### config.mk
export PLATFORM = sky130hd
export DESIGN_NAME = wpbt_ram
export DESIGN_NICKNAME = d
export VERILOG_FILES = /design/src/rtl/weighted_prefix_budget_tree_top_defines.svh /design/src/rtl/wpbt_ram.sv
export SDC_FILE = /design/constraint.sdc
export NUM_CORES = 1
export LEC_CHECK = 0
export BUFFER_PORTS_ARGS = -buffer_cell sky130_fd_sc_hd__buf_2
export CAP_MARGIN = 20
export CORE_AREA = 2 2 85 148
export CTS_BUF_LIST = sky130_fd_sc_hd__clkbuf_8
export DETAILED_ROUTE_END_ITERATION = 16
export DIE_AREA = 0 0 87 150
export PLACE_DENSITY = 0.72
export SKIP_CTS_REPAIR_TIMING = 1
export SYNTH_ARGS = -nofsm -noshare
export SYNTH_HDL_FRONTEND = slang
export SYNTH_SLANG_ARGS = --single-unit
### constraint.sdc
create_clock -name clk -period 4.9 [get_ports clk]
set_input_delay 0.245 -clock clk [delete_from_list [all_inputs] [get_ports clk]]
set_output_delay 0.245 -clock clk [all_outputs]
set_load 0.005 [all_outputs]
### src/rtl/weighted_prefix_budget_tree_top_defines.svh
`ifndef WEIGHTED_PREFIX_BUDGET_TREE_TOP_DEFINES_SVH
`define WEIGHTED_PREFIX_BUDGET_TREE_TOP_DEFINES_SVH

// A concurrent assertion sampled on clk and switched off while reset is held.
`define WPBT_ASSERT(label, prop, msg) \
	label: assert property (@(posedge clk) disable iff (!arst_n) prop) else $error(msg);

// The same check, required only in the cycles in which the given condition holds.
`define WPBT_ASSERT_ON(label, cond, prop, msg) \
	`WPBT_ASSERT(label, (cond) |-> (prop), msg)

`endif

### src/rtl/wpbt_ram.sv
`timescale 1ns / 1ps

module wpbt_ram #(
	parameter int WIDTH = 8,
	parameter int DEPTH = 16
) (
	input  logic                                       clk,
	input  logic                                       wr_en,
	input  logic [((DEPTH > 1) ? $clog2(DEPTH) : 1)-1:0] wr_addr,
	input  logic [WIDTH-1:0]                           wr_data,
	input  logic                                       rd_en,
	input  logic [((DEPTH > 1) ? $clog2(DEPTH) : 1)-1:0] rd_addr,
	output logic [WIDTH-1:0]                           rd_data
);

	logic [WIDTH-1:0] mem_q [DEPTH];

	always_ff @(posedge clk) begin
		if (wr_en) begin
			mem_q[wr_addr] <= wr_data;
		end
	end

	always_ff @(posedge clk) begin
		if (rd_en) begin
			rd_data <= mem_q[rd_addr];
		end
	end

endmodule

==> summary.md <==
| Metric | Value |
|---|---|
| CTS root buf | `clkbuf_8` |
| Synth Area in Compound Gates | `2.30%` |
| CTS clk-pin slew, worst paths | `70 ps` |
| Crit. End Element | `flop` |
| Hold path endpoint | `rd_data[6]` |
| Initial antenna violation count | `0` |
| R2r startpoint | `mem_q[5][2]` |
| VDD IR max | `0.167 mV` |
| Pwr per Cell Area | `367 nW/um2` |
| Final min period | `1550 ps` |
| Yosys warns | `0` |
| Ratio of final minimum period to clock period | `31.6%` |
| Crit path max fanout | `8` |
| Syn avg cell area | `22.8 um2` |
| Layout Skew | `9.34 ps` |
| Die width | `87 um` |
| Total core area | `11,900 um2` |
| Final wirelength | `9.66 mm` |
| Syn nets | `248` |
| Worst Hold Launch | `rd_en` |
| Tot GR Track Use | `16.2%` |
| Post-detailed-route DRC marker count | `0` |
| Startpoint types | `input pin` |
| Fin nets | `287` |
| Simple-gate area share of the yosys netlist | `3.14%` |
| GRT overflow | `0` |
| Distinct cells, synth | `18` |
| Worst setup path class | `in -> reg` |
| Most common cell after layout, fill and taps aside | `edfxtp_1` |
| Largest net degree at the start of global routing | `33` |
| Total design power | `2.12 mW` |
| Max_cap viols | `0` |
| F_max | `646 MHz` |
| Terminus of the critical flop-to-flop path | `rd_data[2]` |
| HP Class | `in -> reg` |
| Flops & latches, synth | `136` |
| Number of buffers created by CTS | `17` |
| GPL Wtd Cong | `0.722` |
| Setup total negative slack | `0 ps` |
| Synth Instances | `229` |
| Clk_lat worst skew | `430 ps` |
| TritonRoute pass-1 iters | `4` |
| CTS tree | `yes` |
| XOR/XNOR share of the synthesized area | `0%` |
| Slew @ Worst Pin | `1070 ps` |
| Number of vias per cell | `5.66` |
| RSZ-0062 raised after global routing | `false` |
| Pins Over Slew Limit | `0` |
| Adder and majority cell fraction of the synthesized area | `0%` |
| Worst reg-to-reg path cell count | `3` |
| Initial drt markers | `209` |
| Largest family of logic cells by synthesized area | `multiplexers` |
| Vias in the first global route | `2,486` |
| Slew Limit Headroom | `28.2%` |
| Vias | `2,347` |
| Most frequent cells in the layout | `edfxtp_1, buf_2, mux4_2` |
| Mux share of post-synthesis cell area | `14.8%` |
| Worst path required time | `4950 ps` |
| Status | `finished, final reports clean` |
| Row Count | `53` |
| Reg2Reg Setup Slack | `3450 ps` |
| Synth-to-Final Area Change | `10.5%` |
| Initial Utilization | `44.0%` |
| Routed length per instance | `23.3 um` |
| Post-synthesis cell area | `5230 um2` |
| Leak | `1.90 nW` |
| Hpwl dp | `6.32 mm` |
| Die height | `150 um` |
| Layout cell share with drive strength beyond 1 | `25.5%` |
| Number of H-tree levels | `4` |
| Port bufs | `26` |
| I/O pins | `27` |
| Post-synthesis sequential area ratio | `78.1%` |
| Global-route wire length before repair | `14.6 mm` |
| CTS max path bufs | `2` |
| Die area | `13,100 um2` |
| Final ANT Viol Nets | `0` |
| Diodes inserted | `0` |
| Clock sink total | `136` |
| Final Setup Violations | `0` |
| Hold Path Depth | `1` |
| CP arrival | `1590 ps` |
| Final Hold Violating Endpoints | `0` |
==> worst max path at each step <==
stage / slack, ps / to / startpoint / cells past startpoint
after CTS: 3020 / rd_data[1] / rd_addr[0] / 4
after global placement: 2560 / rd_data[1] / rd_addr[0] / 4
after global routing: 3310 / mem_q[3][5] / wr_addr[2] / 3
final: 3350 / mem_q[3][0] / wr_addr[2] / 3
after floorplan: 3160 / mem_q[0][0] / wr_addr[2] / 2
after detailed placement: 2550 / rd_data[1] / rd_addr[0] / 4
==> report_power, final <==
group	total, mW	internal [mW]	switching, mW
combinational	0.111	0.0472	0.0643
sequential	1.32	1.31	0.00624
clock	0.690	0.321	0.369
total	2.12	1.68	0.440
==> stage by stage <==
step                hold slack [ps]  setup slack (ps)  area (um2)  util (%)  std cells
global placement                607              2560        5470      46.1        385
global route                    158              3310        5770      48.6        415
detailed placement              621              2550        5470      46.1        385
CTS                             162              3020        5750      48.5        414
finish                          175              3350        5770      48.6        415
floorplan                       344              3160        5230         -        229
==> per-layer routing <==
layer  global-route usage, %  routed length (um)  vias to the layer above  part of all wire (%)
li1                        -                   -                     1052                     -
met1                    17.8                3510                     1201                    36
met2                    28.7                5530                       83                    57
met3                    4.14                 461                       11                   4.8
met4                    7.73                 149                        0                   1.5
met5                       0                   0                        -                     0
==> area by class of cell <==
class	count	area [um2]
multi-input combinational	83	1060
timing repair buffer	30	173
tap	137	171
clock buffer	17	234
sequential	136	4080
clock inverter	12	50.0
fill	921	6100
==> worst max-delay path: stages <==
cell	delay, ps
buf_2	120
or3b_2	510
nor2_1	720
==> flip-flops by register name, indices dropped and copies added, names as in the netlist <==
register  cells
mem_q       128
rd_data       8
==> cells in the mapped netlist <==
| library cell | number | area (um2) |
|---|---|---|
| buf_6 | 3 | 33.8 |
| mux4_2 | 18 | 405 |
| edfxtp_1 | 136 | 4080 |
| nand2b_1 | 2 | 12.5 |
| nand2_1 | 9 | 33.8 |
| a22oi_1 | 16 | 120 |
| nor2_1 | 13 | 48.8 |
| nor3_1 | 4 | 20.0 |
| buf_2 | 3 | 15.0 |
| nor2b_1 | 1 | 6.26 |
| and2_1 | 1 | 6.26 |
| and2b_1 | 1 | 7.51 |
| buf_4 | 1 | 7.51 |
| mux4_1 | 14 | 368 |
| or3b_2 | 1 | 8.76 |
| clkdlybuf4s25_2 | 3 | 30.0 |
| nand3_1 | 1 | 5.00 |
| nand3b_1 | 2 | 15.0 |
==> kinds of logic (layout without fill, tap and decap cells) <==
logic type | Yosys count | count (layout)
buf+inv | 10 | 59
mux | 32 | 32
simple gates | 35 | 35
flops | 136 | 136
compound gates | 16 | 16
Note: power is estimated with default switching activity, not from simulation.
